### src/sv/lsfe_pkg.sv
// ----------------------------------------------------------------------------
// lsfe_pkg
// Shared types, codes and reset values of the LIN slave frame engine.
// ----------------------------------------------------------------------------
package lsfe_pkg;

   localparam int MAX_BYTES_DEF = 8;

   localparam logic [7:0]  SYNC_VALUE_RST    = 8'h55;
   localparam logic [15:0] TIMEOUT_TICKS_RST = 16'd1000;

   // register indexes of the configuration port
   localparam logic CSR_SYNC_VALUE    = 1'b0;
   localparam logic CSR_TIMEOUT_TICKS = 1'b1;

   typedef enum logic [2:0] {
      REQ_BREAK    = 3'd0,
      REQ_RX_BYTE  = 3'd1,
      REQ_START_RX = 3'd2,
      REQ_TX_BYTE  = 3'd3,
      REQ_TICK     = 3'd4
   } req_code_type;

   typedef enum logic [3:0] {
      ST_ID          = 4'd0,
      ST_DATA        = 4'd1,
      ST_FRAME_OK    = 4'd2,
      ST_BAD_CHKSUM  = 4'd3,
      ST_TIMEOUT     = 4'd4,
      ST_BAD_LENGTH  = 4'd5,
      ST_NO_ID       = 4'd6,
      ST_TX_BYTE     = 4'd7,
      ST_TX_CHECKSUM = 4'd8
   } status_code_type;

   typedef struct packed {
      logic [3:0] status;
      logic [7:0] value;
      logic [2:0] position;
      logic       last;
   } rsp_word_type;

   // words produced by one request, pushed into the result queue together
   typedef struct packed {
      logic [1:0]   count;
      rsp_word_type w0;
      rsp_word_type w1;
   } push_type;

endpackage

### src/sv/lsfe_frame_fsm.sv
// ----------------------------------------------------------------------------
// lsfe_frame_fsm
// Frame tracking state, checksum and idle counter; turns one accepted
// request combinationally into zero, one or two result words.
// ----------------------------------------------------------------------------
module lsfe_frame_fsm
   import lsfe_pkg::*;
#(
   parameter int MAX_BYTES = MAX_BYTES_DEF
) (
   input  logic        clock,
   input  logic        reset,
   input  logic        csr_we,
   input  logic        csr_index,
   input  logic [15:0] csr_wdata,
   input  logic        take,
   input  logic [2:0]  req_type,
   input  logic [7:0]  byte_value,
   input  logic [7:0]  expected_length,
   input  logic        final_byte,
   output push_type    push
);

   typedef enum logic [2:0] {
      FS_WAIT_BREAK = 3'd0,
      FS_SYNC       = 3'd1,
      FS_ID         = 3'd2,
      FS_WAIT_CMD   = 3'd3,
      FS_RX_DATA    = 3'd4,
      FS_RX_CRC     = 3'd5,
      FS_SENDING    = 3'd6
   } frame_state_type;

   localparam logic [3:0] MAX_CNT = 4'(MAX_BYTES);

   frame_state_type state_ff, state_in, st_eff;
   logic [3:0]  len_ff, len_in;
   logic [3:0]  cnt_ff, cnt_in, cnt_eff, cnt_inc;
   logic [7:0]  sum_ff, sum_in, sum_eff, sum_new;
   logic [15:0] idle_ff, idle_in;
   logic [16:0] idle_next;
   logic [7:0]  sync_ff;
   logic [15:0] tmo_ff;
   push_type    push_c;

   function automatic logic [7:0] sum_add(input logic [7:0] s, input logic [7:0] b);
      logic [8:0] t;
      t = {1'b0, s} + {1'b0, b};
      // end-around carry: taking 0xFF off equals folding the carry back in
      return t[7:0] + {7'd0, t[8]};
   endfunction

   function automatic rsp_word_type mk(input status_code_type st, input logic [7:0] v,
                                       input logic [2:0] p);
      rsp_word_type w;
      w.status   = st;
      w.value    = v;
      w.position = p;
      w.last     = 1'b0;
      return w;
   endfunction

   always_comb begin
      state_in  = state_ff;
      len_in    = len_ff;
      cnt_in    = cnt_ff;
      sum_in    = sum_ff;
      idle_in   = idle_ff;
      push_c    = '0;
      st_eff    = state_ff;
      cnt_eff   = cnt_ff;
      sum_eff   = sum_ff;
      // a transmit straight after the ID opens a fresh sending frame
      if (state_ff == FS_WAIT_CMD) begin
         st_eff  = FS_SENDING;
         cnt_eff = 4'd0;
         sum_eff = 8'd0;
      end
      cnt_inc   = cnt_ff + 4'd1;
      sum_new   = sum_add(sum_ff, byte_value);
      idle_next = {1'b0, idle_ff} + 17'd1;
      if (take) begin
         case (req_code_type'(req_type))
            REQ_BREAK: begin
               if (state_ff == FS_RX_DATA || state_ff == FS_RX_CRC) begin
                  push_c.count = 2'd1;
                  push_c.w0    = mk(ST_TIMEOUT, 8'd0, 3'd0);
               end
               state_in = FS_SYNC;
               idle_in  = 16'd0;
            end
            REQ_RX_BYTE: begin
               case (state_ff)
                  FS_SYNC: begin
                     state_in = (byte_value == sync_ff) ? FS_ID : FS_WAIT_BREAK;
                  end
                  FS_ID: begin
                     push_c.count = 2'd1;
                     push_c.w0    = mk(ST_ID, byte_value, 3'd0);
                     state_in     = FS_WAIT_CMD;
                  end
                  FS_RX_DATA: begin
                     push_c.count = 2'd1;
                     push_c.w0    = mk(ST_DATA, byte_value, cnt_ff[2:0]);
                     sum_in       = sum_new;
                     cnt_in       = cnt_inc;
                     idle_in      = 16'd0;
                     if (cnt_inc >= len_ff) begin
                        state_in = FS_RX_CRC;
                     end
                  end
                  FS_RX_CRC: begin
                     push_c.count = 2'd1;
                     push_c.w0    = mk((~sum_ff == byte_value) ? ST_FRAME_OK : ST_BAD_CHKSUM,
                                       byte_value, 3'd0);
                     state_in     = FS_WAIT_BREAK;
                  end
                  default: begin
                     // own echo or stray byte: drop
                  end
               endcase
            end
            REQ_START_RX: begin
               push_c.count = 2'd1;
               if (state_ff != FS_WAIT_CMD) begin
                  push_c.w0 = mk(ST_NO_ID, 8'd0, 3'd0);
               end else if (expected_length < 8'd1 ||
                            expected_length > 8'(MAX_BYTES)) begin
                  push_c.w0 = mk(ST_BAD_LENGTH, 8'd0, 3'd0);
                  state_in  = FS_WAIT_BREAK;
               end else begin
                  push_c.count = 2'd0;
                  state_in     = FS_RX_DATA;
                  len_in       = expected_length[3:0];
                  cnt_in       = 4'd0;
                  sum_in       = 8'd0;
                  idle_in      = 16'd0;
               end
            end
            REQ_TX_BYTE: begin
               push_c.count = 2'd1;
               if (st_eff != FS_SENDING) begin
                  push_c.w0 = mk(ST_NO_ID, 8'd0, 3'd0);
               end else if (cnt_eff >= MAX_CNT) begin
                  push_c.w0 = mk(ST_BAD_LENGTH, 8'd0, 3'd0);
                  state_in  = FS_WAIT_BREAK;
               end else begin
                  push_c.w0 = mk(ST_TX_BYTE, byte_value, cnt_eff[2:0]);
                  state_in  = FS_SENDING;
                  sum_in    = sum_add(sum_eff, byte_value);
                  cnt_in    = cnt_eff + 4'd1;
                  if (final_byte) begin
                     push_c.count = 2'd2;
                     push_c.w1    = mk(ST_TX_CHECKSUM, ~sum_add(sum_eff, byte_value), 3'd0);
                     state_in     = FS_WAIT_BREAK;
                  end
               end
            end
            REQ_TICK: begin
               if (state_ff == FS_RX_DATA || state_ff == FS_RX_CRC) begin
                  if (idle_next > {1'b0, tmo_ff}) begin
                     push_c.count = 2'd1;
                     push_c.w0    = mk(ST_TIMEOUT, 8'd0, 3'd0);
                     state_in     = FS_WAIT_BREAK;
                     idle_in      = 16'd0;
                  end else begin
                     idle_in = idle_next[15:0];
                  end
               end
            end
            default: begin
               // unused request codes: drop
            end
         endcase
      end
      // mark the final word of this request
      if (push_c.count == 2'd1) begin
         push_c.w0.last = 1'b1;
      end
      if (push_c.count == 2'd2) begin
         push_c.w1.last = 1'b1;
      end
   end

   assign push = push_c;

   always_ff @(posedge clock) begin
      if (reset) begin
         state_ff <= FS_WAIT_BREAK;
         len_ff   <= 4'd0;
         cnt_ff   <= 4'd0;
         sum_ff   <= 8'd0;
         idle_ff  <= 16'd0;
         sync_ff  <= SYNC_VALUE_RST;
         tmo_ff   <= TIMEOUT_TICKS_RST;
      end else begin
         state_ff <= state_in;
         len_ff   <= len_in;
         cnt_ff   <= cnt_in;
         sum_ff   <= sum_in;
         idle_ff  <= idle_in;
         if (csr_we && csr_index == CSR_SYNC_VALUE) begin
            sync_ff <= csr_wdata[7:0];
         end
         if (csr_we && csr_index == CSR_TIMEOUT_TICKS) begin
            tmo_ff <= csr_wdata;
         end
      end
   end

endmodule

### src/sv/lsfe_rsp_fifo.sv
// ----------------------------------------------------------------------------
// lsfe_rsp_fifo
// Four-entry result queue; takes up to two words per cycle, hands out one.
// ----------------------------------------------------------------------------
module lsfe_rsp_fifo
   import lsfe_pkg::*;
(
   input  logic         clock,
   input  logic         reset,
   input  push_type     push,
   output logic         has_room,
   output logic         out_valid,
   input  logic         out_ready,
   output rsp_word_type out_word
);

   rsp_word_type mem_ff [4];
   logic [1:0] wr_ff, wr_in, rd_ff, rd_in;
   logic [2:0] cnt_ff, cnt_in;
   logic       pop;

   assign out_valid = (cnt_ff != 3'd0);
   assign out_word  = mem_ff[rd_ff];
   assign pop       = out_valid && out_ready;
   // room for the worst case of two words, whether or not a word leaves
   assign has_room  = (cnt_ff <= 3'd2);

   always_comb begin
      wr_in  = wr_ff + push.count;
      rd_in  = rd_ff + {1'b0, pop};
      cnt_in = cnt_ff + {1'b0, push.count} - {2'd0, pop};
   end

   always_ff @(posedge clock) begin
      if (push.count != 2'd0) begin
         mem_ff[wr_ff] <= push.w0;
      end
      if (push.count == 2'd2) begin
         mem_ff[wr_ff + 2'd1] <= push.w1;
      end
      if (reset) begin
         wr_ff  <= 2'd0;
         rd_ff  <= 2'd0;
         cnt_ff <= 3'd0;
      end else begin
         wr_ff  <= wr_in;
         rd_ff  <= rd_in;
         cnt_ff <= cnt_in;
      end
   end

endmodule

### src/sv/lin_slave_frame_engine.sv
// ----------------------------------------------------------------------------
// lin_slave_frame_engine
// LIN slave frame engine with classic checksum: tracks break, sync, ID and
// data phases, forwards bytes and checks or appends the checksum.
// ----------------------------------------------------------------------------
//   channel   direction  ports                           handshake
//   req       in         req_type req_byte_value         req_valid/req_ready
//                        req_expected_length req_final_byte
//   rsp       out        rsp_status rsp_value            rsp_valid/rsp_ready
//                        rsp_position rsp_last
//   csr       in         csr_index csr_wdata             csr_we
//
// A request is handled in the cycle it is accepted; its 0 to 2 result words
// are registered into a four-entry queue and offered behind any waiting ones.
// One request per cycle is taken while the queue has room for two words.
// The result port gives one word per cycle while rsp_ready is high, so a
// transmit with its final mark yields two words. Reset is synchronous and
// clears the frame state, the queue and the registers to their defaults.
// ----------------------------------------------------------------------------
module lin_slave_frame_engine
   import lsfe_pkg::*;
#(
   parameter int MAX_BYTES = MAX_BYTES_DEF
) (
   input  logic        clock,
   input  logic        reset,
   input  logic        req_valid,
   output logic        req_ready,
   input  logic [2:0]  req_type,
   input  logic [7:0]  req_byte_value,
   input  logic [7:0]  req_expected_length,
   input  logic        req_final_byte,
   output logic        rsp_valid,
   input  logic        rsp_ready,
   output logic [3:0]  rsp_status,
   output logic [7:0]  rsp_value,
   output logic [2:0]  rsp_position,
   output logic        rsp_last,
   input  logic        csr_we,
   input  logic        csr_index,
   input  logic [15:0] csr_wdata
);

   push_type     push;
   rsp_word_type word;
   logic         take;

   assign take = req_valid && req_ready;

   lsfe_frame_fsm #(
      .MAX_BYTES(MAX_BYTES)
   ) u_fsm (
      .clock          (clock),
      .reset          (reset),
      .csr_we         (csr_we),
      .csr_index      (csr_index),
      .csr_wdata      (csr_wdata),
      .take           (take),
      .req_type       (req_type),
      .byte_value     (req_byte_value),
      .expected_length(req_expected_length),
      .final_byte     (req_final_byte),
      .push           (push)
   );

   lsfe_rsp_fifo u_fifo (
      .clock    (clock),
      .reset    (reset),
      .push     (push),
      .has_room (req_ready),
      .out_valid(rsp_valid),
      .out_ready(rsp_ready),
      .out_word (word)
   );

   assign rsp_status   = word.status;
   assign rsp_value    = word.value;
   assign rsp_position = word.position;
   assign rsp_last     = word.last;

endmodule

### config.mk
export PLATFORM = sky130hd
export DESIGN_NAME = lin_slave_frame_engine
export DESIGN_NICKNAME = d
export VERILOG_FILES = /design/src/sv/lsfe_pkg.sv /design/src/sv/lsfe_frame_fsm.sv /design/src/sv/lsfe_rsp_fifo.sv /design/src/sv/lin_slave_frame_engine.sv
export SDC_FILE = /design/constraint.sdc
export NUM_CORES = 1
export LEC_CHECK = 0
export BUFFER_PORTS_ARGS = -buffer_cell sky130_fd_sc_hd__buf_2
export CORE_MARGIN = 4
export CORE_UTILIZATION = 50
export CTS_BUF_LIST = sky130_fd_sc_hd__clkbuf_8 sky130_fd_sc_hd__clkbuf_16
export CTS_CLUSTER_SIZE = 8
export DETAILED_ROUTE_END_ITERATION = 8
export PLACE_DENSITY = 0.69
export SYNTH_ARGS = -nofsm -noshare
export SYNTH_HDL_FRONTEND = slang
export SYNTH_SLANG_ARGS = --single-unit
### constraint.sdc
create_clock -name clock -period 5.3 [get_ports clock]
set_input_delay 0.795 -clock clock [delete_from_list [all_inputs] [get_ports clock]]
set_output_delay 0.795 -clock clock [all_outputs]
set_load 0.01 [all_outputs]
# After elaboration in Yosys (flattened, before gate mapping)
# Memory sizes are Yosys's and may differ from the RTL's. A register that Yosys moved wholly into a read port is not among the register bits.
# Index checks and enable logic that the tools add are counted.
[totals] input_bits=42 n_memories=1 latchBits=0 romBits=0 regBits=66 output_inout_bits=18 ram_bits=64
[op_classes] magnitude_cmp=6 muxes=59 div_mod_pow=0 n_eq_ne=24 shifts=0 n_mul=0 n_reduce_logical=16 n_bitwise=5 n_addsub=12
[mem_list] name="u_fifo.mem_ff" words=4 width=16 rd=1 rd_ports_with_merged_regs=1 wr=2 line_no="lsfe_rsp_fifo.sv:17" text="rsp_word_type mem_ff [4];"
[op_table] op="two-way mux 16 bit" n=11
[op_table] op="case mux 18 bit (5 select lines)" n=1
[op_table] op="case mux 16 bit (4 select lines)" n=1
[op_table] op="case mux 17 bit (3 select lines)" n=1
[op_table] op="two-way mux 8 bit" n=6
[op_table] op="two-way mux 17 bit" n=2
[op_table] op="two-way mux 34 bit" n=1
[op_table] op="two-way mux 3 bit" n=9
[op_table] op="two-way mux 4 bit" n=6
[op_table] op="case mux 8 bit (3 select lines)" n=1
[op_table] op="adder 8 x 8 -> 9 bit" n=2
[op_table] op="two-way mux 18 bit" n=1
[op_table] op="adder 16 x 1 -> 17 bit, second input constant" n=1
[op_table] op="> comparator 17 x 16 -> 1 bit" n=1
[op_table] op="adder 8 x 1 -> 8 bit" n=2
[op_table] op="equality test 8 bit" n=2
[op_table] op="inverter 8 bit" n=2
[op_table] op="two-way mux 15 bit" n=1
[op_table] op="case mux 3 bit (5 select lines)" n=1
[op_table] op="two-way mux 14 bit" n=1
[op_table] op="equality test 3 x 2 -> 1 bit, second input constant" n=4
[op_table] op="case mux 3 bit (4 select lines)" n=1
[op_table] op="case mux 4 bit (3 select lines)" n=1
[op_table] op="two-way mux 2 bit" n=5
[op_table] op="33 further kinds" n=58

# Longest topological paths before layout
[depth] ltp_word=13 mapped_depth=19 mapped_depth_nobuf=18

# By module
# Synthesis repeated with hierarchy kept, for this count alone.
[hier_totals] cells_unflattened=862 hier_area_um2=8478.1
[by_module_without_submodules] mod="lsfe_frame_fsm" area_each_um2=4830.9 cells_each=655 seq_area_each_um2=1181.1 n_inst=1
[by_module_without_submodules] mod="lsfe_rsp_fifo" area_each_um2=3641.0 cells_each=206 seq_area_each_um2=2062.0 n_inst=1
[by_module_without_submodules] mod="lin_slave_frame_engine" area_each_um2=6.3 cells_each=1 seq_area_each_um2=0.0 n_inst=1

# Least setup slack after synthesis
# Ideal clock, no wire load.
[synth_timing] path_type="reg2reg" start="register u_fsm.idle_ff[3]" end="register u_fifo.cnt_ff[2]" slack_ns=1.278 stages_incl_launch_ff=19 t_required_ns=5.172 setup_time_ns=0.128 t_arrival_ns=3.895 path_cell_list="dfxtp_1 -> nand4_1 -> nor2_1 -> nand3_1 -> o21a_1 -> or2_2 -> ha_1 -> nand3_1 -> nor4_1 -> a21bo_2 -> o211a_1 -> o211ai_1 -> nand2_1 -> ha_1 -> inv_1 -> ha_1 -> fa_1 -> xnor2_1 -> nor2_1"
[synth_via] elab_chain_cells=8
[synth_lines] item="from (decl)" line_no="lsfe_frame_fsm.sv:40" text="logic [15:0] idle_ff, idle_in;"
[synth_lines] item="from (signal assigned)" line_no="lsfe_frame_fsm.sv:201" text="idle_ff <= idle_in;"
[synth_lines] item="adder 16 x 1 -> 17 bit" line_no="lsfe_frame_fsm.sv:81" text="idle_next = {1'b0, idle_ff} + 17'd1;"
[synth_lines] item="> comparator 17 x 16 -> 1 bit" line_no="lsfe_frame_fsm.sv:161" text="if (idle_next > {1'b0, tmo_ff}) begin"
[synth_lines] item="two-way mux 17 bit" line_no="lsfe_frame_fsm.sv:161"
[synth_lines] item="two-way mux 18 bit" line_no="lsfe_frame_fsm.sv:160" text="if (state_ff == FS_RX_DATA || state_ff == FS_RX_CRC) begin"
[synth_lines] item="case mux 18 bit (5 select lines)" line_no="lsfe_frame_fsm.sv:83" text="case (req_code_type'(req_type))"
[synth_lines] item="two-way mux 34 bit" line_no="lsfe_frame_fsm.sv:82" text="if (take) begin"
[synth_lines] item="adder 3 x 2 -> 3 bit" line_no="lsfe_rsp_fifo.sv:31" text="cnt_in = cnt_ff + {1'b0, push.count} - {2'd0, pop};"
[synth_lines] item="subtractor 3 x 1 -> 3 bit" line_no="lsfe_rsp_fifo.sv:31"
[synth_lines] item="to (signal assigned)" line_no="lsfe_rsp_fifo.sv:48" text="cnt_ff <= cnt_in;"
[synth_lines] item="to (decl)" line_no="lsfe_rsp_fifo.sv:19" text="logic [2:0] cnt_ff, cnt_in;"
# No other way between the ends.
# A chain may end at the register's enable or synchronous reset.

# Worst setup path after layout
[layout_timing] start="register u_fsm.idle_ff[0]" end="register u_fifo.cnt_ff[2]"
# The elaborated chain is that of the path after synthesis.

==> flow_summary.yaml <==
setup_path:
  crit_path_end_kind: "flop"
  cp_max_fo: 6
  worstPathRequired_ps: 5590
  reg2regPathDepth: 18
  criticalPathCategory: "flop to flop"
  start_kind: "flop"
  critPathArrivalTime_ps: 4850
synth:
  syn_inst: 901
  yosys.area.top_type: "dfxtp_1"
  yosysMostFrequentCell: "nand2_1"
  syn_area_mm2: 0.00818
  synth_edf_count: 40
  synth_nets: 994
  synth_area_leaders: "dfxtp_1 22%, edfxtp_1 15%, ha_1 7.3%"
  ys_seq_area_frac: 0.367
  netlist.area_leader.share: 0.220
  synth_area_per_cell_um2: 9.08
  synthFlopType: "dfxtp_1"
  synthDistinctLibCells: 78
  synth_seq_cells: 130
  yosysWarnings: 0
  async_flop_share: 0
  synthTopCellsByCount: "131 x nand2_1, 90 x dfxtp_1, 50 x nor2_1"
job:
  cap_violations: 0
floorplan:
  io-pin-count: 60
  die_h_um: 136
  rows: 46
  start_util: 0.513
  die_area_mm2: 0.0185
  die_x_um: 136
  coreArea_mm2: 0.0159
power:
  irDropWorstVdd_mv: 0.234
  power.density_mw_per_mm2: 303
  leakage_nw: 3.65
clock_tree:
  clkSlewWorstSetupHoldPaths_ps: 60
  postCtsSetupBuffers: 0
  clockBufferDepth: 2
  cts_tree: "built"
  cts_resized: 0
  clkSinkCount: 130
  clkLatencyLatePin_ps: 430
  htree_levels: 4
  cts_hold_buf: 0
  cts_root_buffer: "clkbuf_16"
  cts_inserted_buffers: 17
cells_and_area:
  fillers: 1421
  multi_input_area_mm2: 0.00482
  fin_util: 0.575
  nets: 1033
  drive_gt1_frac: 0.146
  area_delta_synth_final_pct: 12.1
  diodes: 0
  ff_latch_area_mm2: 0.00300
grt:
  grt.total_usage: 0.226
  grt_max_degree: 67
  antenna_found_initial: 0
  grt_pass1_wl_mm: 33.1
  first_global_vias: 6383
  globalRoute.totalOverflow: 0
sta:
  setup_tns_ps: 0
  relSlewSlack: 0.262
  min_period_ps: 4550
  drv_slew: 0
  skew_ps: 10.5
  setup-violations-final: 0
  finalHoldViolCount: 0
  fin_crit_sh: 0.859
  hold_slack_ps: 455
  fmax_mhz: 220
  fin_ws_ps: 745
  rsz0062_at_grt: "false"
  worst_pin_slew_ps: 1110
hold_path:
  hold_depth: 2
  min-delay-path-class: "flop to flop"
drt:
  wl_mm: 20.1
  wl_per_cell_um: 17.2
  drt-initial-drc-count: 581
  first_pass_iters: 6
  vias: 6834
  drc: 0
  ant_nets: 0
  vias_per_cell: 5.85
place:
  place_ws_ps: 803
  io_buffers: 59
  dp_hpwl_mm: 15.0
  gp_congestion: 0.887
run_status:
  status: "complete, no violations"
cell usage in the layout, fill, tap and decap left out, types with 10 or more instances in the layout:
cell type,netlist,layout
nand3_1,32,32
xor2_1,14,14
and3_1,10,10
nand2_1,131,131
mux4_2,16,16
xnor2_1,27,27
and2_1,17,17
clkbuf_16,0,17
ha_1,48,48
inv_1,38,38
mux2i_1,27,27
nor2b_1,19,19
buf_4,1,10
edfxtp_1,40,40
o22ai_1,13,13
a21oi_1,47,47
dfxtp_1,90,90
or3_1,11,11
buf_2,8,59
nor2_1,50,50
o21ai_0,31,30
nor3_1,18,18
report_power, final:
| part | switching (mW) | internal, mW |
|---|---|---|
| Sequential | 0.0652 | 1.06 |
| Clock | 0.462 | 0.646 |
| Combinational | 0.287 | 0.255 |
| Total | 0.814 | 1.96 |
routing by layer:
metal  global-route usage  vias up  routed length, µm
li1                     -     3389                  -
met1                0.311     3197               9240
met2                0.358      218               9360
met3               0.0463       30               1160
met4               0.0733        0                314
met5                    0        -                  0
layout make-up:
cell class                 instances  area share
clock buffer                      17      0.0464
clock inverter                    15      0.0146
inverter                          39      0.0160
multi-input combinational        683       0.526
sequential                       130       0.328
tap                              216      0.0295
timing repair buffer              69      0.0404
final timing paths:
check / start / endpoint / slack (ps)
worst max-delay path: u_fsm.idle_ff[0] / u_fifo.cnt_ff[2] / 750
worst min-delay path: u_fsm.tmo_ff[4] / u_fsm.tmo_ff[4] / 460
worst max register to register: u_fsm.idle_ff[0] / u_fifo.cnt_ff[2] / 750
worst min register to register: u_fsm.tmo_ff[4] / u_fsm.tmo_ff[4] / 460
sequential cells by signal, summed over array words and instances (netlist names):
signal and cells:
u_fsm.state_ff 3, u_fsm.idle_ff 16, u_fsm.len_ff 4, u_fsm.sum_ff 8
u_fifo.rd_ff 2, u_fifo.wr_ff 2, u_fifo.cnt_ff 3, u_fsm.cnt_ff 4
u_fsm.sync_ff 8, u_fifo.mem_ff 64, u_fsm.tmo_ff 16
cells by family after synthesis:
family	count (synthesis)	synth area share
flip-flops	130	0.367
XOR/XNOR	43	0.0494
AO/OA/AOI/OAI	197	0.162
multiplexers	44	0.0785
AND/OR/NAND/NOR	348	0.218
buffers and inverters	88	0.0439
adder cells (fa/ha/maj)	51	0.0808
worst max-delay path, stage by stage, from the launching register on:
cell and delay (ps):
dfxtp_1 420, ha_1 290, nand3_2 160, nor4b_2 460, nand2_1 120, xnor2_1 160, ha_1 330, nand4_1 150
nor4_1 320, a21bo_2 270, o211a_1 150, o211ai_1 280, nand2_1 170, ha_1 320, inv_1 40, ha_1 180
fa_1 380, xnor2_1 170, nor2_1 50
stage by stage:
stage	std cells	instance area (µm²)	total power, mW
3_5_place_dp	1137	8610	1.69
3_3_place_gp	1137	8610	1.69
2_1_floorplan	901	8180	1.54
4_1_cts	1169	9170	2.79
5_1_grt	1169	9170	2.90
6_report	1169	9170	2.78
No activity file was read; power rests on OpenSTA's default activity.
